`config.mk`:
```
export PLATFORM = sky130hd
export DESIGN_NAME = pnrf_addr
export DESIGN_NICKNAME = d
export VERILOG_FILES = /design/src/pnrf_pkg.sv /design/src/pnrf_addr.sv
export SDC_FILE = /design/constraint.sdc
export NUM_CORES = 1
export LEC_CHECK = 0
export BUFFER_PORTS_ARGS = -buffer_cell sky130_fd_sc_hd__buf_2
export CAP_MARGIN = 25
export CORE_MARGIN = 2
export CORE_UTILIZATION = 55
export CTS_CLUSTER_DIAMETER = 100
export CTS_CLUSTER_SIZE = 25
export DETAILED_ROUTE_END_ITERATION = 7
export PLACE_DENSITY = 0.86
export REMOVE_ABC_BUFFERS = 1
export SKIP_LAST_GASP = 1
export SYNTH_ARGS = -nofsm -noshare
export SYNTH_HDL_FRONTEND = slang
export SYNTH_SLANG_ARGS = --single-unit
```
`constraint.sdc`:
```
create_clock -name clk -period 6.15 [get_ports clk]
set_input_delay 0.9225 -clock clk [delete_from_list [all_inputs] [get_ports clk]]
set_output_delay 0.9225 -clock clk [all_outputs]
set_load 0.02 [all_outputs]
```
`src/pnrf_pkg.sv`:
```
`default_nettype none
package pnrf_pkg;

    localparam int STORE_BYTES_DEF = 32768;

    localparam int CMD_W    = 3;
    localparam int X_W      = 9;
    localparam int Y_W      = 8;
    localparam int WID_W    = 10;
    localparam int HGT_W    = 9;
    localparam int COLOR_W  = 4;
    localparam int BYTE_W   = 8;
    localparam int BPL_W    = 8;
    localparam int PX_W     = 11;
    localparam int ROW_W    = 10;
    localparam int COL_W    = PX_W - 1;
    localparam int PROD_W   = ROW_W + BPL_W;
    localparam int ADDR_W   = PROD_W + 1;
    localparam int SEG_W    = 9;

    localparam int CFG_IDX_W  = 1;
    localparam int CFG_DATA_W = 8;

    localparam logic [CFG_IDX_W-1:0] REG_BYTES_PER_LINE = 1'd0;
    localparam logic [CFG_IDX_W-1:0] REG_DRAW_COLOR     = 1'd1;

    localparam logic [BPL_W-1:0]   BPL_RESET   = 8'd128;
    localparam logic [COLOR_W-1:0] COLOR_RESET = 4'hF;

    localparam logic [CMD_W-1:0] CMD_HLINE = 3'd0;
    localparam logic [CMD_W-1:0] CMD_VLINE = 3'd1;
    localparam logic [CMD_W-1:0] CMD_BAR   = 3'd2;
    localparam logic [CMD_W-1:0] CMD_RECT  = 3'd3;
    localparam logic [CMD_W-1:0] CMD_READ  = 3'd4;

    localparam logic [BYTE_W-1:0]  NIB_HI_MASK = 8'hF0;
    localparam logic [BYTE_W-1:0]  NIB_LO_MASK = 8'h0F;
    localparam logic [COLOR_W-1:0] COLOR_MASK  = 4'hF;

    typedef struct packed {
        logic              we;
        logic              re;
        logic [ADDR_W-1:0] addr;
        logic [BYTE_W-1:0] wdata;
    } mem_req_t;

endpackage
`default_nettype wire

```
`src/pnrf_addr.sv`:
```
`default_nettype none
module pnrf_addr
    import pnrf_pkg::*;
#(
    parameter int STORE_BYTES = STORE_BYTES_DEF
) (
    input  wire logic              clk,
    input  wire logic [PX_W-1:0]   px,
    input  wire logic [ROW_W-1:0]  row,
    input  wire logic [BPL_W-1:0]  bpl,
    output logic      [ADDR_W-1:0] addr,
    output logic                   oob
);

    logic [PROD_W-1:0] prod_reg;
    logic [COL_W-1:0]  col_reg;

    always_ff @(posedge clk)
    begin
        prod_reg <= PROD_W'(row) * PROD_W'(bpl);
        col_reg  <= px[PX_W-1:1];
    end

    assign addr = ADDR_W'(prod_reg) + ADDR_W'(col_reg);
    assign oob  = (addr >= ADDR_W'(STORE_BYTES));

endmodule
`default_nettype wire

```
# Word level (Yosys, flattened, before mapping)
# Cells that the tools add are included.
word_totals:
  register_bits: 28
  in_bits: 30
  out_inout_bits: 20
classes:
  add_sub_neg: 1
  n_mul: 1
  n_lt_le_gt_ge: 1
ops:
  columns: ["cell", "count"]
  rows:
  - ["18-bit by 10-bit adder with 19-bit output", 1]
  - ["19-bit by 16-bit greater-or-equal comparator with 1-bit output, second input constant", 1]
  - ["10-bit by 8-bit multiplier with 18-bit output", 1]

# Longest topological paths before layout
# Gate-level depths: netlist of run 1.
depth:
  ltp_word: 2
  mapped_depth: 16

# Worst setup path before layout of run 1
# Ideal clock, no wire load.
synth_timing:
  kind: "input-to-reg"
  from: "input bpl[7]"
  to: "register prod_reg[15]"
  setup_ns: 0.062
  arrival_ns: 4.662
  required_time_ns: 6.088
  path_slack_ns: 1.427
  stages: 14
  cell_sequence: "clkbuf_1 and2_1 fa_1 fa_1 fa_1 inv_1 fa_1 inv_1 ha_1 o21ai_1 a21o_1 a311oi_2 mux2_1 nand3_1"
synth_via:
  elab_chain_len: 1
synth_rtl:
  columns: ["item", "line", "text"]
  rows:
  - ["start, declared", "pnrf_addr.sv:10", "input wire logic [BPL_W-1:0] bpl,"]
  - ["10-bit by 8-bit multiplier with 18-bit output", "pnrf_addr.sv:20", "prod_reg <= PROD_W'(row) * PROD_W'(bpl);"]
  - ["end signal, assigned", "pnrf_addr.sv:20", null]
  - ["end, declared", "pnrf_addr.sv:15", "logic [PROD_W-1:0] prod_reg;"]
# No other way between the ends.

# Worst setup path in the final report of run 1
# Ends and elaborated chain as after synthesis.

==> impl_metrics.json, run 1 <==
{
  "io_pins": 50,
  "path_cells": "buf_2, and2_1, fa_1, fa_1, fa_1, inv_1, fa_1, inv_1, ha_1, o21ai_1, a21o_1, a311oi_2, mux2_1, nand3_1",
  "clock_sinks": 28,
  "synth-simple-area-share": 0.178,
  "dr.first_iter.drc_count": 70,
  "grt-ovfl-total": 0,
  "gp_congestion": 0.899,
  "synth-compound-area-share": 0.112,
  "worst-setup-path-type": "in -> reg",
  "p_seq_frac": 0.170,
  "clock.fmax_mhz": 214,
  "antenna_found_initial": 0,
  "syn_to_final_growth_pct": 10.2,
  "cts_setup_buffers": 0,
  "ys.flop_type": "dfxtp_1",
  "min_from": "px[5]",
  "yosys-mux-area-fraction": 0.00816,
  "placementRows": 30,
  "crit_fanout": 10,
  "grt_max_degree": 17,
  "start_util": 0.567,
  "final.setup.tns_ps": 0,
  "cp_common_cell": "fa_1",
  "synth_area_sq_um": 3830,
  "clockPowerShare": 0.086,
  "drt_wl_total_microns": 7480,
  "whs_path_depth": 1,
  "layout.nets": 602,
  "intPower_mw": 0.839,
  "hold_viol": 0,
  "synthXorXnorAreaFrac": 0.0666,
  "portBuffers": 48,
  "cellLeakagePower_nw": 2.15,
  "cp.buffers_inverters": 3,
  "die-area_sq_um": 7650,
  "ys_ff_latch": 28,
  "grt_pass1_wl_microns": 13100,
  "viasPerCell": 5.46,
  "cp.arrival_ps": 4890,
  "fin_crit_ps": 4660,
  "die_w_microns": 87.5,
  "clk_pin_slew_ps": 90,
  "wl_per_cell_microns": 13.5,
  "crit_path_top_delay_cell": "fa_1",
  "clock_path_buffers": 2,
  "cp_top_family": "adder cells",
  "slew_violations": 0,
  "async_flop_share": 0,
  "finalSetupViolations": 0,
  "max_slew.worst_pin.slew_ps": 378,
  "sw_frac_of_total": 0.496,
  "grt_pass1_vias": 3127,
  "finalCritPeriodShare": 0.758,
  "clockRootBuffer": "clkbuf_8",
  "drive_gt1_frac": 0.137,
  "min_to": "col_reg[4]",
  "antenna_cells": 0,
  "cts_buffers": 3,
  "die_height_microns": 87.5,
  "rsz0062_at_grt": "no",
  "drc_errors": 0,
  "yosysWarnings": 0,
  "drt_pass1_iterations": 4,
  "vias": 3027,
  "synthAdderAreaFrac": 0.413,
  "largest_reg_flops": 18,
  "ir_worst_vdd_uv": 184,
  "grtUsageTotal": 0.210,
  "slew_headroom": 0.747,
  "cts_hold_buf": 0,
  "synth_top_family_by_area": "adder cells",
  "syn_avg_cell_area_sq_um": 8.95,
  "p_sw_mw": 0.826,
  "startpoint_type": "input pin",
  "cp-end-kind": "register",
  "max_stage_delay_ps": 550,
  "synth.distinct_cells": 46,
  "core-area_sq_um": 6760,
  "power.density_nw_per_um2": 395,
  "ant_nets": 0,
  "fill_cells": 581,
  "dpl.hpwl_microns": 6290,
  "hold_class": "in -> reg",
  "tritoncts": "done",
  "whs_ps": 742,
  "status": "complete, no violations",
  "synth_edf_count": 0,
  "seq_area_frac_synth": 0.146,
  "cts-htree-levels": 1,
  "p_comb_frac": 0.744,
  "synth_cells": 428,
  "post_cts_resized": 0,
  "cap_viol_max_count": 0,
  "cp.required_ps": 6370
}
synthesized netlist by cell type, types with 3 or more instances:
cell type  instances  area [sq um]
o21ai_1            8          40.0
a21o_1             7          52.6
a21oi_1           17          85.1
o21ai_0            7          35.0
xor2_1            12           105
and2_1            52           325
fa_1              49           981
dfxtp_1           28           561
nand4_1            3          18.8
a211oi_1           5          37.5
nor2_1            16          60.1
nor3_1             4          20.0
ha_1              48           601
clkbuf_1           6          22.5
inv_1             71           267
nand2_1           44           165
a31oi_1            4          25.0
xnor2_1           14           123
metal layers:
metal | track usage | wire length [microns] | vias up
met5 | 0 | 0 | -
met1 | 0.248 | 3140 | 1482
met2 | 0.412 | 4020 | 74
met3 | 0.0171 | 266 | 6
met4 | 0.0420 | 57 | 0
li1 | - | - | 1465
worst max path at each step:
| stage | endpoint | cells after the start | start |
|---|---|---|---|
| after floorplan | prod_reg[15] | 13 | bpl[7] |
| after global placement | prod_reg[15] | 14 | bpl[7] |
| after detailed placement | prod_reg[15] | 14 | bpl[7] |
| after CTS | prod_reg[15] | 14 | bpl[7] |
| after global routing | prod_reg[15] | 14 | bpl[7] |
| final | prod_reg[15] | 14 | bpl[7] |
kinds of logic (layout without fill, tap and decap cells):
group | after synthesis | in the layout
compound gates | 63 | 63
xor+xnor | 27 | 27
fa+ha+maj | 97 | 97
buf+inv | 78 | 124
flops | 28 | 28
mux | 3 | 3
simple gates | 132 | 132
cell usage in the layout (no fill, tap or decap), types with 3 or more instances in the layout:
cell type   n
a21oi_1    17
nand4_1     3
a31oi_1     4
and2_1     52
buf_2      48
nor2_1     16
dfxtp_1    28
nand2_1    44
o21ai_0     7
ha_1       48
nor3_1      4
o21ai_1     8
xor2_1     12
a21o_1      7
xnor2_1    14
fa_1       49
clkbuf_8    3
inv_1      71
a211oi_1    5
metrics by stage:
| stage | power [mW] | worst slack [ps] | utilization | instances | instance area [sq um] |
|---|---|---|---|---|---|
| 2_1_floorplan | 1.24 | 1610 | - | 422 | 3810 |
| 3_3_place_gp | 1.48 | 1240 | 0.614 | 550 | 4150 |
| 3_5_place_dp | 1.52 | 1210 | 0.614 | 550 | 4150 |
| 4_1_cts | 1.67 | 1500 | 0.625 | 554 | 4220 |
| 5_1_grt | 1.85 | 1320 | 0.625 | 554 | 4220 |
| 6_report | 1.67 | 1490 | 0.625 | 554 | 4220 |
final cells by class:
cell class              instances  area [sq um]  area share
multi-input cells             322          2980       0.706
flip-flops and latches         28           561       0.133
repair buffers                 48           240      0.0569
well taps                      80           100      0.0237
clock buffers                   3          41.3     0.00978
inverters                      72           270      0.0640
clock inverters                 1          30.0     0.00711
power groups by stage:
stage               clock network, mW  logic (mW)  registers [mW]
global route                    0.154        1.40           0.289
detailed placement                  0        1.23           0.286
finish                          0.143        1.24           0.283
floorplan                           0       0.962           0.277
CTS                             0.145        1.24           0.282
global placement                    0        1.19           0.284
(Power assumes the default switching activity.)
==> inputs of run 2 (changes only) <==
--- a/config.mk
+++ b/config.mk
@@ -5,14 +5,15 @@
 export SDC_FILE = /design/constraint.sdc
 export NUM_CORES = 1
 export LEC_CHECK = 0
+export ABC_AREA = 1
 export BUFFER_PORTS_ARGS = -buffer_cell sky130_fd_sc_hd__buf_2
 export CAP_MARGIN = 25
 export CORE_MARGIN = 2
-export CORE_UTILIZATION = 55
+export CORE_UTILIZATION = 54
 export CTS_CLUSTER_DIAMETER = 100
 export CTS_CLUSTER_SIZE = 25
 export DETAILED_ROUTE_END_ITERATION = 7
-export PLACE_DENSITY = 0.86
+export PLACE_DENSITY = 0.88
 export REMOVE_ABC_BUFFERS = 1
 export SKIP_LAST_GASP = 1
 export SYNTH_ARGS = -nofsm -noshare
==> constraint.sdc (replaced) <==
create_clock -name clk -period 4.2 [get_ports clk]
set_input_delay 0.63 -clock clk [delete_from_list [all_inputs] [get_ports clk]]
set_output_delay 0.63 -clock clk [all_outputs]
set_load 0.02 [all_outputs]
==> run 2 against run 1 <==
Clock power is 4% lower. Count of clock-buffer cells in the layout stayed put. Sequential cell count stayed put. Combinational power is 69% higher. Cell area is 10% higher. Final cell count is 30% higher. Largest cell class unchanged. Largest power group unchanged.
==> impl_metrics.json, run 2 <==
{
  "status": "complete, no violations",
  "placementRows": 31,
  "grtUsageTotal": 0.221,
  "cp.required_ps": 4360,
  "die_w_microns": 90.6,
  "gp_congestion": 0.871,
  "max_slew.worst_pin.slew_ps": 295,
  "finalCritPeriodShare": 0.974,
  "core-area_sq_um": 7250,
  "cp-end-kind": "register",
  "final_util": 0.642,
  "largest_reg_flops": 18,
  "syn_avg_cell_area_sq_um": 7.33,
  "power.density_nw_per_um2": 569,
  "cellLeakagePower_nw": 2.87,
  "clock_sinks": 28,
  "synth_top_area_share": 0.242,
  "clk_pin_slew_ps": 80,
  "slew_violations": 0,
  "synth.distinct_cells": 34,
  "clock_path_buffers": 2,
  "top_layer_used": "met4",
  "synth_cells": 553,
  "whs_ps": 455,
  "dpl.hpwl_microns": 7440,
  "clockRootBuffer": "clkbuf_8",
  "grt_max_degree": 15,
  "ys.flop_type": "dfxtp_1",
  "worst-setup-path-type": "in -> reg",
  "die_height_microns": 90.6,
  "grt_pass1_wl_microns": 15400,
  "dr.first_iter.drc_count": 232,
  "portBuffers": 48,
  "yosys-top-cells-area": "fa_1, ha_1, dfxtp_1, inv_1, nand2_1",
  "wl_met2_microns": 4400,
  "syn_to_final_growth_pct": 14.9,
  "fin_crit_ps": 4090,
  "wl_met3_microns": 429,
  "ys_top_cells_by_count": "inv_1, nand2_1, fa_1",
  "die-area_sq_um": 8220,
  "vias": 3552,
  "cp.arrival_ps": 4250,
  "tritoncts": "done",
  "drc_errors": 0,
  "yosysWarnings": 0,
  "async_flop_share": 0,
  "grt-ovfl-total": 0,
  "synth_edf_count": 0,
  "drive_gt1_frac": 0.170,
  "seq_area_frac_synth": 0.138,
  "grt_pass1_vias": 3691,
  "slew_headroom": 0.802,
  "antenna_found_initial": 0,
  "wl_per_cell_microns": 12.0,
  "drt_wl_total_microns": 8600,
  "ys_ff_latch": 28,
  "synth_area_sq_um": 4050,
  "layout.nets": 748,
  "clock.fmax_mhz": 245,
  "ir_worst_vdd_uv": 298,
  "crit_fanout": 6,
  "final_cell_mix": "nand2_1, inv_1, fa_1",
  "synth_top_area_cell": "fa_1",
  "drt-met1-wl_microns": 3670,
  "finalSetupViolations": 0,
  "start_util": 0.559,
  "io_pins": 50,
  "cts_setup_buffers": 0,
  "cts_buffers": 3,
  "antenna_cells": 0,
  "drt_pass1_iterations": 5,
  "hold_class": "in -> reg",
  "startpoint_type": "input pin",
  "cap_viol_max_count": 0,
  "cts-htree-levels": 1,
  "viasPerCell": 4.95,
  "hold_viol": 0,
  "ant_nets": 0,
  "rsz0062_at_grt": "no"
}
-- run 2: area by class of cell --
type	count	area [sq um]
Inverter	145	547
Tap cell	99	124
Multi-Input combinational cell	362	2900
Sequential cell	28	561
Timing Repair Buffer	81	490
Clock buffer	3	41.3
Fill cell	587	2590
-- run 2: cells by family (layout without fill, tap and decap cells) --
| family | after synthesis | after routing | synth area share |
|---|---|---|---|
| flops | 28 | 28 | 0.138 |
| simple gates | 204 | 204 | 0.213 |
| compound gates | 36 | 36 | 0.0515 |
| xor+xnor | 25 | 25 | 0.0559 |
| fa+ha+maj | 97 | 97 | 0.390 |
| buf+inv | 163 | 229 | 0.152 |
-- run 2: report_power, final --
part           internal [mW]  switching, mW  total [mW]
clock network         0.0643         0.0730       0.137
logic                  0.843           1.25        2.09
registers              0.360         0.0628       0.423
total                   1.27           1.38        2.65
-- run 2: final timing paths --
kind / startpoint / slack [ps] / depth (start not counted) / to
worst max-delay path: bpl[7] / 110 / 16 / prod_reg[17]
worst min-delay path: px[1] / 460 / 1 / col_reg[0]
-- run 2: what timing repair did --
action / in CTS / in global routing
hold buffers: 0 / 0
setup endpoints to repair: 0 / 4
resized for setup: 0 / 7
-- run 2: critical path, cell delays in order --
cell and delay, ps:
buf_2 160, nand2_1 100, fa_1 510, fa_1 540
inv_1 60, fa_1 530, inv_1 60, fa_1 520
inv_1 40, ha_1 350, nand2_1 130, o21ai_0 100
nor2_1 270, o21ai_0 140, nand2_1 70, nand2_1 50
-- run 2: per-layer routing --
metal  vias to the layer above  global-route usage
li1                       1768                   -
met1                      1640               0.273
met2                       128               0.415
met3                        16              0.0142
met4                         0              0.0564
met5                         -                   0
-- run 2: metrics by stage --
| stage | instances | setup WS (ps) | instance area (sq um) | power (mW) | TNS, ps |
|---|---|---|---|---|---|
| floorplan | 535 | 224 | 3990 | 1.85 | 0 |
| global placement | 715 | -103 | 4600 | 2.37 | -233 |
| detailed placement | 715 | -186 | 4600 | 2.47 | -911 |
| CTS | 718 | 94.4 | 4640 | 2.62 | 0 |
| global route | 718 | 5.18 | 4660 | 2.91 | 0 |
| finish | 718 | 111 | 4660 | 2.65 | 0 |
==> inputs of run 3 (changes only) <==
--- a/config.mk
+++ b/config.mk
@@ -9,13 +9,15 @@
 export BUFFER_PORTS_ARGS = -buffer_cell sky130_fd_sc_hd__buf_2
 export CAP_MARGIN = 25
 export CORE_MARGIN = 2
-export CORE_UTILIZATION = 54
+export CORE_UTILIZATION = 55
+export CTS_BUF_LIST = sky130_fd_sc_hd__clkbuf_4
 export CTS_CLUSTER_DIAMETER = 100
 export CTS_CLUSTER_SIZE = 25
 export DETAILED_ROUTE_END_ITERATION = 7
-export PLACE_DENSITY = 0.88
+export PLACE_DENSITY = 0.84
 export REMOVE_ABC_BUFFERS = 1
 export SKIP_LAST_GASP = 1
+export SLEW_MARGIN = 25
 export SYNTH_ARGS = -nofsm -noshare
 export SYNTH_HDL_FRONTEND = slang
 export SYNTH_SLANG_ARGS = --single-unit
==> run 3 against run 2 <==
Cell area is 0.72% lower. Total power fell by 2.0%. Utilization is 0.22 points higher. Sequential power hardly changed. Final cell count is the same. Critical path depth up 2. Largest cell class unchanged. Combinational power about the same. Clock power down 24%. Setup slack lost 27 ps. Global-route usage shrank 0.57 points. Count of clock-buffer cells in the layout stayed put. Routed wire length is 3.1% lower.
==> impl_metrics.json, run 3 (synthesis gave the netlist of run 2 again) <==
{
  "status": "complete, no violations",
  "die_height_microns": 89.9,
  "die_w_microns": 89.9,
  "clock_sinks": 28,
  "viasPerCell": 4.77,
  "cp_top_family": "adder cells",
  "layout.nets": 747,
  "wl_per_cell_microns": 11.6,
  "slew_violations": 0,
  "cp.required_ps": 4420,
  "power.density_nw_per_um2": 562,
  "top_layer_used": "met4",
  "grtUsageTotal": 0.215,
  "cts_hold_buf": 0,
  "cp.buffers_inverters": 4,
  "cts_buffers": 3,
  "cp_common_cell": "nand2_1",
  "io_pins": 50,
  "cp.arrival_ps": 4340,
  "gp_congestion": 0.884,
  "wl_met2_microns": 4330,
  "clock.fmax_mhz": 243,
  "min_to": "col_reg[5]",
  "syn_to_final_growth_pct": 14.1,
  "clk_pin_slew_ps": 130,
  "ant_nets": 0,
  "cts-htree-levels": 1,
  "min_from": "px[6]",
  "final_area_sq_um": 4630,
  "antenna_found_initial": 0,
  "worst-setup-path-type": "in -> reg",
  "cap_viol_max_count": 0,
  "hold_viol": 0,
  "core-area_sq_um": 7180,
  "clockRootBuffer": "clkbuf_4",
  "drive_gt1_frac": 0.165,
  "final.setup.tns_ps": 0,
  "drt_wl_total_microns": 8340,
  "tritoncts": "done",
  "crit_path_top_delay_cell": "fa_1",
  "final_util": 0.645,
  "clock_path_buffers": 2,
  "dpl.hpwl_microns": 7370,
  "dr.first_iter.drc_count": 178,
  "grt-ovfl-total": 0,
  "whs_ps": 407,
  "grt_pass1_vias": 3629,
  "rsz0062_at_grt": "yes",
  "final_cell_mix": "nand2_1, inv_1, fa_1",
  "start_util": 0.565,
  "cp.depth": 18,
  "whs_path_depth": 1,
  "drt_pass1_iterations": 5,
  "grt_max_degree": 16,
  "max_slew.worst_pin.slew_ps": 285,
  "drt-met1-wl_microns": 3640,
  "startpoint_type": "input pin",
  "worst_slack_ps": 83.9,
  "wl_met3_microns": 294,
  "placementRows": 31,
  "ir_worst_vdd_uv": 294,
  "path_cells": "buf_2, nand2_1, fa_1, fa_1, inv_1, fa_1, inv_1, fa_1, inv_1, ha_1, a21oi_1, o21ai_1, nand2_1, nand3_1, nand2_1, nand2_1, nand2_1, nand2_1",
  "die-area_sq_um": 8070,
  "vias": 3423,
  "crit_fanout": 6,
  "cts_setup_buffers": 0,
  "antenna_cells": 0,
  "finalSetupViolations": 0,
  "cp-end-kind": "register",
  "hold_class": "in -> reg",
  "portBuffers": 48,
  "slew_headroom": 0.809,
  "fin_crit_ps": 4120,
  "cellLeakagePower_nw": 2.86,
  "grt_pass1_wl_microns": 14900,
  "largest_reg_flops": 18,
  "max_stage_delay_ps": 560,
  "pre_cts_slack_ps": -264,
  "drc_errors": 0,
  "finalCritPeriodShare": 0.980,
  "dpl_cell_area_sq_um": 4590
}
==> run 3: how the worst max path moves through the flow <==
stage          startpoint            to
6_report           bpl[7]  prod_reg[16]
4_1_cts            bpl[7]  prod_reg[16]
2_1_floorplan      bpl[7]  prod_reg[16]
3_3_place_gp       bpl[7]  prod_reg[16]
3_5_place_dp       bpl[7]  prod_reg[16]
5_1_grt            bpl[7]  prod_reg[16]
==> run 3: through the flow <==
step,power [mW],cells
2_1_floorplan,1.85,535
3_3_place_gp,2.39,714
3_5_place_dp,2.48,714
4_1_cts,2.58,718
5_1_grt,2.88,718
6_report,2.60,718
==> run 3: routing by layer <==
layer	up-vias	track usage
li1	1758	-
met1	1578	0.256
met2	78	0.427
met3	9	0.0159
met4	0	0.0372
met5	-	0
==> run 3: layout make-up <==
cell class | count | area (sq um)
clock inverters | 1 | 3.75
repair buffers | 80 | 480
multi-input cells | 362 | 2890
well taps | 99 | 124
fillers | 600 | 2550
flip-flops and latches | 28 | 561
clock buffers | 3 | 22.5
inverters | 145 | 547
==> run 3: power breakdown <==
group | leakage [nW] | total (mW) | switching [mW] | internal [mW]
logic | 2.61 | 2.07 | 1.22 | 0.852
registers | 0.236 | 0.422 | 0.0621 | 0.360
clock network | 0.0154 | 0.104 | 0.0696 | 0.0347
total | 2.86 | 2.60 | 1.35 | 1.25
==> run 3: what timing repair did <==
item | CTS | global route
setup endpoints to repair | 0 | 5
gates resized for setup | 0 | 5
hold endpoints to repair | 0 | 0
