**src/pnrf_pkg.sv**
```systemverilog
`default_nettype none
package pnrf_pkg;

    localparam int STORE_BYTES_DEF = 32768;

    localparam int CMD_W    = 3;
    localparam int X_W      = 9;
    localparam int Y_W      = 8;
    localparam int WID_W    = 10;
    localparam int HGT_W    = 9;
    localparam int COLOR_W  = 4;
    localparam int BYTE_W   = 8;
    localparam int BPL_W    = 8;
    localparam int PX_W     = 11;
    localparam int ROW_W    = 10;
    localparam int COL_W    = PX_W - 1;
    localparam int PROD_W   = ROW_W + BPL_W;
    localparam int ADDR_W   = PROD_W + 1;
    localparam int SEG_W    = 9;

    localparam int CFG_IDX_W  = 1;
    localparam int CFG_DATA_W = 8;

    localparam logic [CFG_IDX_W-1:0] REG_BYTES_PER_LINE = 1'd0;
    localparam logic [CFG_IDX_W-1:0] REG_DRAW_COLOR     = 1'd1;

    localparam logic [BPL_W-1:0]   BPL_RESET   = 8'd128;
    localparam logic [COLOR_W-1:0] COLOR_RESET = 4'hF;

    localparam logic [CMD_W-1:0] CMD_HLINE = 3'd0;
    localparam logic [CMD_W-1:0] CMD_VLINE = 3'd1;
    localparam logic [CMD_W-1:0] CMD_BAR   = 3'd2;
    localparam logic [CMD_W-1:0] CMD_RECT  = 3'd3;
    localparam logic [CMD_W-1:0] CMD_READ  = 3'd4;

    localparam logic [BYTE_W-1:0]  NIB_HI_MASK = 8'hF0;
    localparam logic [BYTE_W-1:0]  NIB_LO_MASK = 8'h0F;
    localparam logic [COLOR_W-1:0] COLOR_MASK  = 4'hF;

    typedef struct packed {
        logic              we;
        logic              re;
        logic [ADDR_W-1:0] addr;
        logic [BYTE_W-1:0] wdata;
    } mem_req_t;

endpackage
`default_nettype wire

```
**src/pnrf_if.sv**
```systemverilog
`default_nettype none
interface pnrf_cmd_if
    import pnrf_pkg::*;
();
    logic               valid;
    logic               ready;
    logic [CMD_W-1:0]   command;
    logic [X_W-1:0]     x_pos;
    logic [Y_W-1:0]     y_pos;
    logic [WID_W-1:0]   width;
    logic [HGT_W-1:0]   height;
    logic [COLOR_W-1:0] color;

    modport source (output valid, command, x_pos, y_pos, width, height, color,
                    input ready);
    modport sink   (input valid, command, x_pos, y_pos, width, height, color,
                    output ready);
endinterface

interface pnrf_res_if
    import pnrf_pkg::*;
();
    logic              valid;
    logic              ready;
    logic [BYTE_W-1:0] read_data;
    logic              status;

    modport source (output valid, read_data, status, input ready);
    modport sink   (input valid, read_data, status, output ready);
endinterface
`default_nettype wire

```
**src/pnrf_seq.sv**
```systemverilog
`default_nettype none
module pnrf_seq
    import pnrf_pkg::*;
(
    input  wire logic               clk,
    input  wire logic               rst_n,
    input  wire logic               busy,
    input  wire logic [COLOR_W-1:0] draw_color,
    pnrf_cmd_if.sink                cmd,
    pnrf_res_if.source              res,
    output logic      [PX_W-1:0]    px,
    output logic      [ROW_W-1:0]   row,
    input  wire logic [ADDR_W-1:0]  addr,
    input  wire logic               oob,
    output mem_req_t                mem_req,
    input  wire logic [BYTE_W-1:0]  mem_rdata
);

    typedef enum logic [2:0] {
        S_IDLE,
        S_LOAD,
        S_MUL,
        S_ADDR,
        S_MERGE,
        S_READ,
        S_DONE
    } state_t;

    state_t             state_reg,   state_next;
    logic [CMD_W-1:0]   cmd_reg,     cmd_next;
    logic [X_W-1:0]     x_reg,       x_next;
    logic [Y_W-1:0]     y_reg,       y_next;
    logic [WID_W-1:0]   w_reg,       w_next;
    logic [HGT_W-1:0]   h_reg,       h_next;
    logic [COLOR_W-1:0] pen_reg,     pen_next;
    logic [SEG_W-1:0]   seg_reg,     seg_next;
    logic [SEG_W-1:0]   seg_cnt_reg, seg_cnt_next;
    logic [PX_W-1:0]    px_reg,      px_next;
    logic [ROW_W-1:0]   row_reg,     row_next;
    logic [WID_W-1:0]   rem_reg,     rem_next;
    logic               horiz_reg,   horiz_next;
    logic               bad_reg,     bad_next;
    logic [BYTE_W-1:0]  rd_reg,      rd_next;
    logic [ADDR_W-1:0]  addr_reg,    addr_next;

    logic [PX_W-1:0]    ld_px;
    logic [ROW_W-1:0]   ld_row;
    logic [WID_W-1:0]   ld_rem;
    logic               ld_horiz;
    logic               adv;
    logic               adv2;
    logic [1:0]         step;

    always_comb
    begin
        state_next   = state_reg;
        cmd_next     = cmd_reg;
        x_next       = x_reg;
        y_next       = y_reg;
        w_next       = w_reg;
        h_next       = h_reg;
        pen_next     = pen_reg;
        seg_next     = seg_reg;
        seg_cnt_next = seg_cnt_reg;
        px_next      = px_reg;
        row_next     = row_reg;
        rem_next     = rem_reg;
        horiz_next   = horiz_reg;
        bad_next     = bad_reg;
        rd_next      = rd_reg;
        addr_next    = addr_reg;
        mem_req      = '0;
        adv          = 1'b0;
        adv2         = 1'b0;
        step         = 2'd1;
        ld_px        = PX_W'(x_reg);
        ld_row       = ROW_W'(y_reg);
        ld_rem       = '0;
        ld_horiz     = 1'b1;

        case (state_reg)
            S_IDLE:
            begin
                if (cmd.valid && !busy)
                begin
                    cmd_next = cmd.command;
                    x_next   = cmd.x_pos;
                    y_next   = cmd.y_pos;
                    w_next   = cmd.width;
                    h_next   = cmd.height;
                    bad_next = 1'b0;
                    rd_next  = '0;
                    seg_next = '0;
                    pen_next = draw_color;
                    case (cmd.command)
                        CMD_HLINE, CMD_VLINE:
                        begin
                            pen_next     = cmd.color & COLOR_MASK;
                            seg_cnt_next = SEG_W'(1);
                        end
                        CMD_READ: seg_cnt_next = SEG_W'(1);
                        CMD_BAR:
                        begin
                            seg_cnt_next = (cmd.width != '0) ? SEG_W'(cmd.height) : '0;
                        end
                        CMD_RECT:
                        begin
                            seg_cnt_next = (cmd.width != '0 && cmd.height != '0)
                                           ? SEG_W'(4) : '0;
                        end
                        default: seg_cnt_next = '0;
                    endcase
                    state_next = S_LOAD;
                end
            end

            S_LOAD:
            begin
                case (cmd_reg)
                    CMD_HLINE: ld_rem = w_reg;
                    CMD_VLINE:
                    begin
                        ld_rem   = WID_W'(h_reg);
                        ld_horiz = 1'b0;
                    end
                    CMD_BAR:
                    begin
                        ld_row = ROW_W'(y_reg) + ROW_W'(seg_reg);
                        ld_rem = w_reg;
                    end
                    CMD_RECT:
                    begin
                        case (seg_reg[1:0])
                            2'd0: ld_rem = w_reg;
                            2'd1:
                            begin
                                ld_row = ROW_W'(y_reg) + ROW_W'(h_reg) - ROW_W'(1);
                                ld_rem = w_reg;
                            end
                            2'd2:
                            begin
                                ld_rem   = WID_W'(h_reg);
                                ld_horiz = 1'b0;
                            end
                            default:
                            begin
                                ld_px    = PX_W'(x_reg) + PX_W'(w_reg) - PX_W'(1);
                                ld_rem   = WID_W'(h_reg);
                                ld_horiz = 1'b0;
                            end
                        endcase
                    end
                    CMD_READ: ld_rem = WID_W'(1);
                    default:  ld_rem = '0;
                endcase

                if (seg_reg == seg_cnt_reg)
                begin
                    state_next = S_DONE;
                end
                else
                begin
                    seg_next   = seg_reg + 1'b1;
                    px_next    = ld_px;
                    row_next   = ld_row;
                    rem_next   = ld_rem;
                    horiz_next = ld_horiz;
                    state_next = (ld_rem == '0) ? S_LOAD : S_MUL;
                end
            end

            S_MUL: state_next = S_ADDR;

            S_ADDR:
            begin
                if (cmd_reg == CMD_READ)
                begin
                    if (oob)
                    begin
                        bad_next   = 1'b1;
                        state_next = S_DONE;
                    end
                    else
                    begin
                        mem_req.re   = 1'b1;
                        mem_req.addr = addr;
                        state_next   = S_READ;
                    end
                end
                else if (oob)
                begin
                    bad_next = 1'b1;
                    adv      = 1'b1;
                end
                else if (horiz_reg && !px_reg[0] && rem_reg >= WID_W'(2))
                begin
                    // both nibbles covered: plain byte write
                    mem_req.we    = 1'b1;
                    mem_req.addr  = addr;
                    mem_req.wdata = {pen_reg, pen_reg};
                    adv           = 1'b1;
                    adv2          = 1'b1;
                end
                else
                begin
                    mem_req.re   = 1'b1;
                    mem_req.addr = addr;
                    addr_next    = addr;
                    state_next   = S_MERGE;
                end
            end

            S_MERGE:
            begin
                mem_req.we   = 1'b1;
                mem_req.addr = addr_reg;
                if (px_reg[0])
                begin
                    mem_req.wdata = (mem_rdata & NIB_HI_MASK) | BYTE_W'(pen_reg);
                end
                else
                begin
                    mem_req.wdata = (mem_rdata & NIB_LO_MASK) | {pen_reg, 4'h0};
                end
                adv = 1'b1;
            end

            S_READ:
            begin
                rd_next    = mem_rdata;
                state_next = S_DONE;
            end

            S_DONE:
            begin
                if (res.ready)
                begin
                    state_next = S_IDLE;
                end
            end

            default: state_next = S_IDLE;
        endcase

        if (adv)
        begin
            step = adv2 ? 2'd2 : 2'd1;
            if (horiz_reg)
            begin
                px_next  = px_reg + PX_W'(step);
                rem_next = rem_reg - WID_W'(step);
            end
            else
            begin
                row_next = row_reg + 1'b1;
                rem_next = rem_reg - 1'b1;
            end
            state_next = (rem_next == '0) ? S_LOAD : S_MUL;
        end
    end

    always_ff @(posedge clk or negedge rst_n)
    begin
        if (!rst_n)
        begin
            state_reg   <= S_IDLE;
            cmd_reg     <= '0;
            x_reg       <= '0;
            y_reg       <= '0;
            w_reg       <= '0;
            h_reg       <= '0;
            pen_reg     <= '0;
            seg_reg     <= '0;
            seg_cnt_reg <= '0;
            px_reg      <= '0;
            row_reg     <= '0;
            rem_reg     <= '0;
            horiz_reg   <= 1'b0;
            bad_reg     <= 1'b0;
            rd_reg      <= '0;
            addr_reg    <= '0;
        end
        else
        begin
            state_reg   <= state_next;
            cmd_reg     <= cmd_next;
            x_reg       <= x_next;
            y_reg       <= y_next;
            w_reg       <= w_next;
            h_reg       <= h_next;
            pen_reg     <= pen_next;
            seg_reg     <= seg_next;
            seg_cnt_reg <= seg_cnt_next;
            px_reg      <= px_next;
            row_reg     <= row_next;
            rem_reg     <= rem_next;
            horiz_reg   <= horiz_next;
            bad_reg     <= bad_next;
            rd_reg      <= rd_next;
            addr_reg    <= addr_next;
        end
    end

    assign cmd.ready     = (state_reg == S_IDLE) && !busy;
    assign res.valid     = (state_reg == S_DONE);
    assign res.read_data = rd_reg;
    assign res.status    = bad_reg;
    assign px            = px_reg;
    assign row           = row_reg;

endmodule
`default_nettype wire

```
**src/flat_wrapper.sv**
```systemverilog
// flat-port wrapper written by rule: the top's interface ports become plain ports
module pnrf_seq_flat import pnrf_pkg::*;
  (clk, rst_n, busy, draw_color, px, row, addr, oob, mem_req, mem_rdata, cmd_valid, cmd_command, cmd_x_pos, cmd_y_pos, cmd_width, cmd_height, cmd_color, cmd_ready, res_valid, res_read_data, res_status, res_ready);
  pnrf_cmd_if cmd_i ();
  pnrf_res_if res_i ();
  input  wire logic clk;
  input  wire logic rst_n;
  input  wire logic busy;
  input  wire logic [COLOR_W-1:0] draw_color;
  output logic      [PX_W-1:0] px;
  output logic      [ROW_W-1:0] row;
  input  wire logic [ADDR_W-1:0] addr;
  input  wire logic oob;
  output mem_req_t mem_req;
  input  wire logic [BYTE_W-1:0] mem_rdata;
  input wire logic [$bits(cmd_i.valid)-1:0] cmd_valid;
  input wire logic [$bits(cmd_i.command)-1:0] cmd_command;
  input wire logic [$bits(cmd_i.x_pos)-1:0] cmd_x_pos;
  input wire logic [$bits(cmd_i.y_pos)-1:0] cmd_y_pos;
  input wire logic [$bits(cmd_i.width)-1:0] cmd_width;
  input wire logic [$bits(cmd_i.height)-1:0] cmd_height;
  input wire logic [$bits(cmd_i.color)-1:0] cmd_color;
  output wire logic [$bits(cmd_i.ready)-1:0] cmd_ready;
  output wire logic [$bits(res_i.valid)-1:0] res_valid;
  output wire logic [$bits(res_i.read_data)-1:0] res_read_data;
  output wire logic [$bits(res_i.status)-1:0] res_status;
  input wire logic [$bits(res_i.ready)-1:0] res_ready;
  assign cmd_i.valid = cmd_valid;
  assign cmd_i.command = cmd_command;
  assign cmd_i.x_pos = cmd_x_pos;
  assign cmd_i.y_pos = cmd_y_pos;
  assign cmd_i.width = cmd_width;
  assign cmd_i.height = cmd_height;
  assign cmd_i.color = cmd_color;
  assign cmd_ready = cmd_i.ready;
  assign res_valid = res_i.valid;
  assign res_read_data = res_i.read_data;
  assign res_status = res_i.status;
  assign res_i.ready = res_ready;
  pnrf_seq u_core (.clk(clk), .rst_n(rst_n), .busy(busy), .draw_color(draw_color), .cmd(cmd_i), .res(res_i), .px(px), .row(row), .addr(addr), .oob(oob), .mem_req(mem_req), .mem_rdata(mem_rdata));
endmodule
```
**config.mk**
```make
export PLATFORM = sky130hd
export DESIGN_NAME = pnrf_seq_flat
export DESIGN_NICKNAME = d
export VERILOG_FILES = /design/src/pnrf_pkg.sv /design/src/pnrf_if.sv /design/src/pnrf_seq.sv /design/src/flat_wrapper.sv
export SDC_FILE = /design/constraint.sdc
export NUM_CORES = 1
export LEC_CHECK = 0
export ABC_AREA = 1
export CORE_ASPECT_RATIO = 0.8
export CORE_MARGIN = 2
export CORE_UTILIZATION = 58
export CTS_BUF_LIST = sky130_fd_sc_hd__clkbuf_16
export DETAILED_ROUTE_END_ITERATION = 12
export DONT_BUFFER_PORTS = 1
export PLACE_DENSITY_LB_ADDON = 0.15
export REMOVE_ABC_BUFFERS = 1
export SYNTH_ARGS = -nofsm -noshare
export SYNTH_HDL_FRONTEND = slang
export SYNTH_SLANG_ARGS = --single-unit
```
**constraint.sdc**
```tcl
create_clock -name clk -period 7.07 [get_ports clk]
set_input_delay 0.707 -clock clk [delete_from_list [all_inputs] [get_ports clk]]
set_output_delay 0.707 -clock clk [all_outputs]
set_load 0.02 [all_outputs]
```
# After elaboration in Yosys (flattened, before gate mapping)
# Cells that the tools add are included.
# totals
reg_bits	124
# classes
add_sub_neg	10
order_cmp	1
n_eq_ne	26
mux	64
bitwise	6
n_reduce_logical	32
# ops
op	n
two-way mux 10 bit	12
two-way mux 11 bit	6
one-hot mux 27 bit (2 select lines)	1
two-way mux 20 bit	2
one-hot mux 10 bit (4 select lines)	1
two-way mux 8 bit	4
two-way mux 29 bit	1
two-way mux 9 bit	3
one-hot mux 9 bit (3 select lines)	1
two-way mux 3 bit	8
one-hot mux 3 bit (7 select lines)	1
adder 8 x 9 -> 10 bit	2
zero test 10 bit	2
one-hot mux 10 bit (2 select lines)	1
subtractor 10 x 1 -> 10 bit, second input constant	2
equality test 3 x 2 -> 1 bit, second input constant	6
one-hot mux 9 bit (2 select lines)	1
one-hot mux 8 bit (2 select lines)	1
equality test 3 bit, second input constant	5
two-way mux 1 bit	12
adder 11 x 2 -> 11 bit	1
adder 9 x 10 -> 11 bit	1
subtractor 11 x 1 -> 11 bit, second input constant	1
adder 10 x 1 -> 10 bit, second input constant	1
30 further kinds	63

# Longest topological paths before layout
# depth
depth_word	14
mapped_depth	20
mapped_depth_nobuf	20

# Worst setup path before layout
# Ideal clock, no wire load.
# synth_path
path_kind	register -> register
from	register u_core.px_reg[0] (netlist: u_core.px[0])
to	register u_core.state_reg[0]
arrival_time_ns	2.680
required_time_ns	7.007
setup_slack_ns	4.327
stages_incl_launch_ff	19
n_path_buf	1
cell_sequence	dfrtp_1 > clkbuf_1 > nor2_1 > o21ai_4 > nor3_2 > inv_2 > ha_1 > fa_1 > inv_1 > nor2_1 > nand2_1 > nor2_1 > xor2_1 > nand3_1 > nor2_1 > nand2_1 > nand3_1 > nand2_1 > inv_1
# synth_via
elab_chain_cells	14
# synth_rtl
item	line	source
start, declared	pnrf_seq.sv:38	logic [PX_W-1:0] px_reg, px_next;
start signal, assigned	pnrf_seq.sv:294	px_reg <= px_next;
zero test 1 bit *	pnrf_seq.sv:195	else if (horiz_reg && !px_reg[0] && rem_reg >= WID_W'(2))
logical AND 1 bit * (2 in a row)	pnrf_seq.sv:195	
two-way mux 1 bit	pnrf_seq.sv:195	
two-way mux 1 bit	pnrf_seq.sv:190	else if (oob)
two-way mux 1 bit	pnrf_seq.sv:176	if (cmd_reg == CMD_READ)
two-way mux 1 bit	pnrf_seq.sv:81	case (state_reg)
two-way mux 2 bit	pnrf_seq.sv:247	step = adv2 ? 2'd2 : 2'd1;
subtractor 10 x 2 -> 10 bit	pnrf_seq.sv:251	rem_next = rem_reg - WID_W'(step);
two-way mux 10 bit	pnrf_seq.sv:248	if (horiz_reg)
two-way mux 10 bit	pnrf_seq.sv:245	if (adv)
zero test 10 bit	pnrf_seq.sv:258	state_next = (rem_next == '0) ? S_LOAD : S_MUL;
two-way mux 2 bit	pnrf_seq.sv:258	
two-way mux 3 bit	pnrf_seq.sv:245	
end signal, assigned	pnrf_seq.sv:285	state_reg <= state_next;
end, declared	pnrf_seq.sv:29	state_t state_reg, state_next;
# Every way passes the cells marked *; elsewhere a longest branch is shown, timed or not. The select of a mux whose other input is x is not followed.
# A chain may end at the register's enable or synchronous reset.

==> impl_metrics.py <==
metrics = {
    "layout": {
        "num_antenna_cells": 0,
        "largest_register_ff_count": 19,
        "post-route-util_pct": 63.3,
        "instances_no_fill": 1446,
        "drive_above_1_share_pct": 5.97,
        "fillerInstances": 1388,
        "final_net_count": 1381,
        "area_delta_synth_final_pct": 7.19,
    },
    "synthesis": {
        "number_of_synthesized_register_bits": 124,
        "synthesis.area_mm2": 0.00880,
        "yosysWarnings": 0,
        "post_synth_xor_area_fraction_pct": 3.48,
        "synth-async-reset-ratio_pct": 100,
        "netlist_instances": 1256,
        "post_synth_num_cell_types": 42,
        "compound_gate_fraction_of_synth_area_pct": 15.4,
        "synth_top_family_by_area": "simple AND/OR/NAND/NOR gates",
        "synthSimpleGateAreaFrac_pct": 26.7,
        "synth_enable_flop_cells": 0,
        "yosys_most_used_dff": "sky130_fd_sc_hd__dfrtp_1",
        "synthAdderAreaFrac_pct": 8.53,
        "ys_seq_area_share_pct": 35.2,
        "syn-mean-instance-area_um2": 7.01,
        "synthMuxAreaShare_pct": 0,
    },
    "timing": {
        "timing.slew.headroom_pct": 16.9,
        "grt_setup_unrepaired": "false",
        "totalNegativeSetupSlack_ns": 0,
        "worst-slew-pin-transition_ns": 1.24,
        "clock_skew_ns": 0.0108,
        "achievable-frequency_ghz": 0.303,
        "timing.final.hold_violations": 0,
        "final-max-slew-violation-count": 0,
        "fin_crit_ns": 3.30,
        "timing.final.ws_setup_ns": 3.77,
        "holdWs_ns": 0.181,
        "min_period_over_period_pct": 46.7,
        "finalSetupViolations": 0,
    },
    "cts": {
        "cts.repair.resized": 0,
        "clock_insertion_delay_worst_skew_ns": 0.43,
        "htree_levels": 4,
        "cts_inserted_buffers": 17,
        "ctsRootBufferMaster": "sky130_fd_sc_hd__clkbuf_16",
        "clkTransAtPathRegs_ns": 0.06,
        "tritoncts": "yes",
        "clock_tree.buffer_depth": 2,
        "clock-sinks": 124,
    },
    "placed_design": {
        "post-dp-hpwl_um": 17600,
        "placement.io_buffers": 0,
        "numPlacedInstances": 1413,
        "place_worst_setup_slack_ns": 3.94,
        "gp_congestion": 1.02,
    },
    "power": {
        "power_density_mw_per_mm2": 547,
        "vdd_ir_drop_max_mv": 0.296,
        "total_leakage_power_nw": 4.73,
    },
    "floorplanning": {
        "dieHeight_um": 114,
        "design.core.area_mm2": 0.0149,
        "row_count": 40,
        "floorplan.io_pins": 141,
        "initial_core_utilization_pct": 59.0,
        "chipWidth_um": 142,
        "die_area_mm2": 0.0162,
    },
    "critical_path": {
        "crit_family": "compound AO/OA/AOI/OAI gates",
        "reg2reg_to": "u_core.state_reg[0]",
        "critical-path-slowest-cell": "sky130_fd_sc_hd__dfrtp_1",
        "setup.worst_path.start_class": "flip-flop",
        "crit_chain": "nor2_1 > o21ai_4 > nor3_2 > inv_2 > o21ai_0",
        "reg2reg_depth": 17,
        "critical_path_buf_inv_count": 1,
        "timing.setup.critical_path_class": "reg2out",
        "end_kind": "output port",
        "critPathRequiredTime_ns": 6.36,
        "critical_path_peak_fanout": 20,
        "critical_path_arrival_ns": 2.60,
        "timing.critical_path.slowest_cell_delay_ns": 0.65,
        "r2r_startpoint": "u_core.px[0]",
        "r2r_setup_slack_ns": 3.85,
    },
    "status": {
        "status": "finished clean",
    },
    "detailed_routing": {
        "postRouteWirelength_um": 23800,
        "drc_errors": 0,
        "detailroute.via_count": 8115,
        "postRouteAntennaNets": 0,
        "wl_per_cell_um": 16.5,
        "drt_pre_antenna_iters": 5,
        "drt-vias-per-instance": 5.61,
        "drt-initial-drc-count": 661,
    },
    "global_route": {
        "globalRouteOverflowTotal": 0,
        "grt_pass1_vias": 7510,
        "grt_start_max_net_pins": 125,
        "grt_use_total_pct": 30.5,
        "antenna_found_initial": 0,
        "grt_first_pass_wirelength_um": 38600,
    },
    "job": {
        "drv_cap": 0,
    },
    "worst_hold_path": {
        "hold_path_class": "in2async",
    },
}
## worst max-delay path by stage
stage,from,to,cells past startpoint
floorplan,u_core.px[0],u_core.state_reg[0],17
global placement,u_core.px[0],u_core.state_reg[0],17
detailed placement,u_core.px[0],u_core.state_reg[0],17
CTS,u_core.px[0],mem_req[4],5
global route,u_core.px[0],u_core.state_reg[0],17
finish,u_core.px[0],mem_req[4],5
## cells in the final DEF, fill, tap and decap left out, drive strengths merged, types with 17 or more instances in the layout
master / instances
inv: 201
ha: 52
nor2: 99
dfrtp: 124
nand3: 88
a21oi: 49
xor2: 24
o21ai: 172
clkbuf: 17
nand2: 328
## layout make-up
cell class / instances / area (um^2) / share of cell area [%]
repair buffers: 5 / 57.6 / 0.610
clock buffers: 17 / 425 / 4.51
multi-input cells: 897 / 4770 / 50.5
clock inverters: 15 / 101 / 1.07
flip-flops and latches: 124 / 3100 / 32.9
well taps: 189 / 236 / 2.51
inverters: 199 / 747 / 7.92
## metrics by stage
| step | instance area (um^2) | total power, mW |
|---|---|---|
| floorplan | 8610 | 3.60 |
| finish | 9440 | 5.16 |
| global route | 9440 | 5.68 |
| detailed placement | 8880 | 4.30 |
| global placement | 8880 | 4.26 |
| CTS | 9440 | 5.14 |
## power by group
group	internal, mW	switching (mW)	total, mW	leakage (nW)
combinational	1.02	1.90	2.93	2.93
clock	0.444	0.345	0.789	0.254
sequential	1.03	0.413	1.44	1.55
## Yosys cell counts (all sizes together) (15+ instances only)
| library cell | number | area (um^2) |
|---|---|---|
| dfrtp | 124 | 3100 |
| o21ai | 172 | 872 |
| nand4 | 15 | 93.8 |
| ha | 52 | 651 |
| a21oi | 49 | 257 |
| nand3 | 88 | 455 |
| xor2 | 24 | 210 |
| inv | 198 | 743 |
| clkbuf | 17 | 65.1 |
| nand2 | 328 | 1270 |
| buf | 19 | 125 |
| nor2 | 99 | 389 |
## metal layers
layer | wire (um) | track usage (%) | part of all wire, % | up-vias
met4 | 422 | 9.73 | 1.8 | 0
met2 | 10000 | 43.4 | 42 | 286
met5 | 0 | 0 | 0 | -
met1 | 11300 | 44.4 | 47 | 3770
li1 | - | - | - | 4026
met3 | 2060 | 9.41 | 8.6 | 33
## kinds of logic (layout without fill, tap and decap cells)
kind of cell / after synthesis / after routing
DFF: 124 / 124
and+or+nand+nor: 553 / 553
buffers and inverters: 235 / 236
adders and majority gates: 57 / 57
xor gates and xnor gates: 35 / 35
AOI/OAI and AO/OA: 252 / 252
## what timing repair did
action / CTS / global route
setup buffers: 0 / 0
endpoints found under the hold margin: 124 / 0
hold buffers: 1 / 0
No activity file was read; power rests on OpenSTA's default activity.
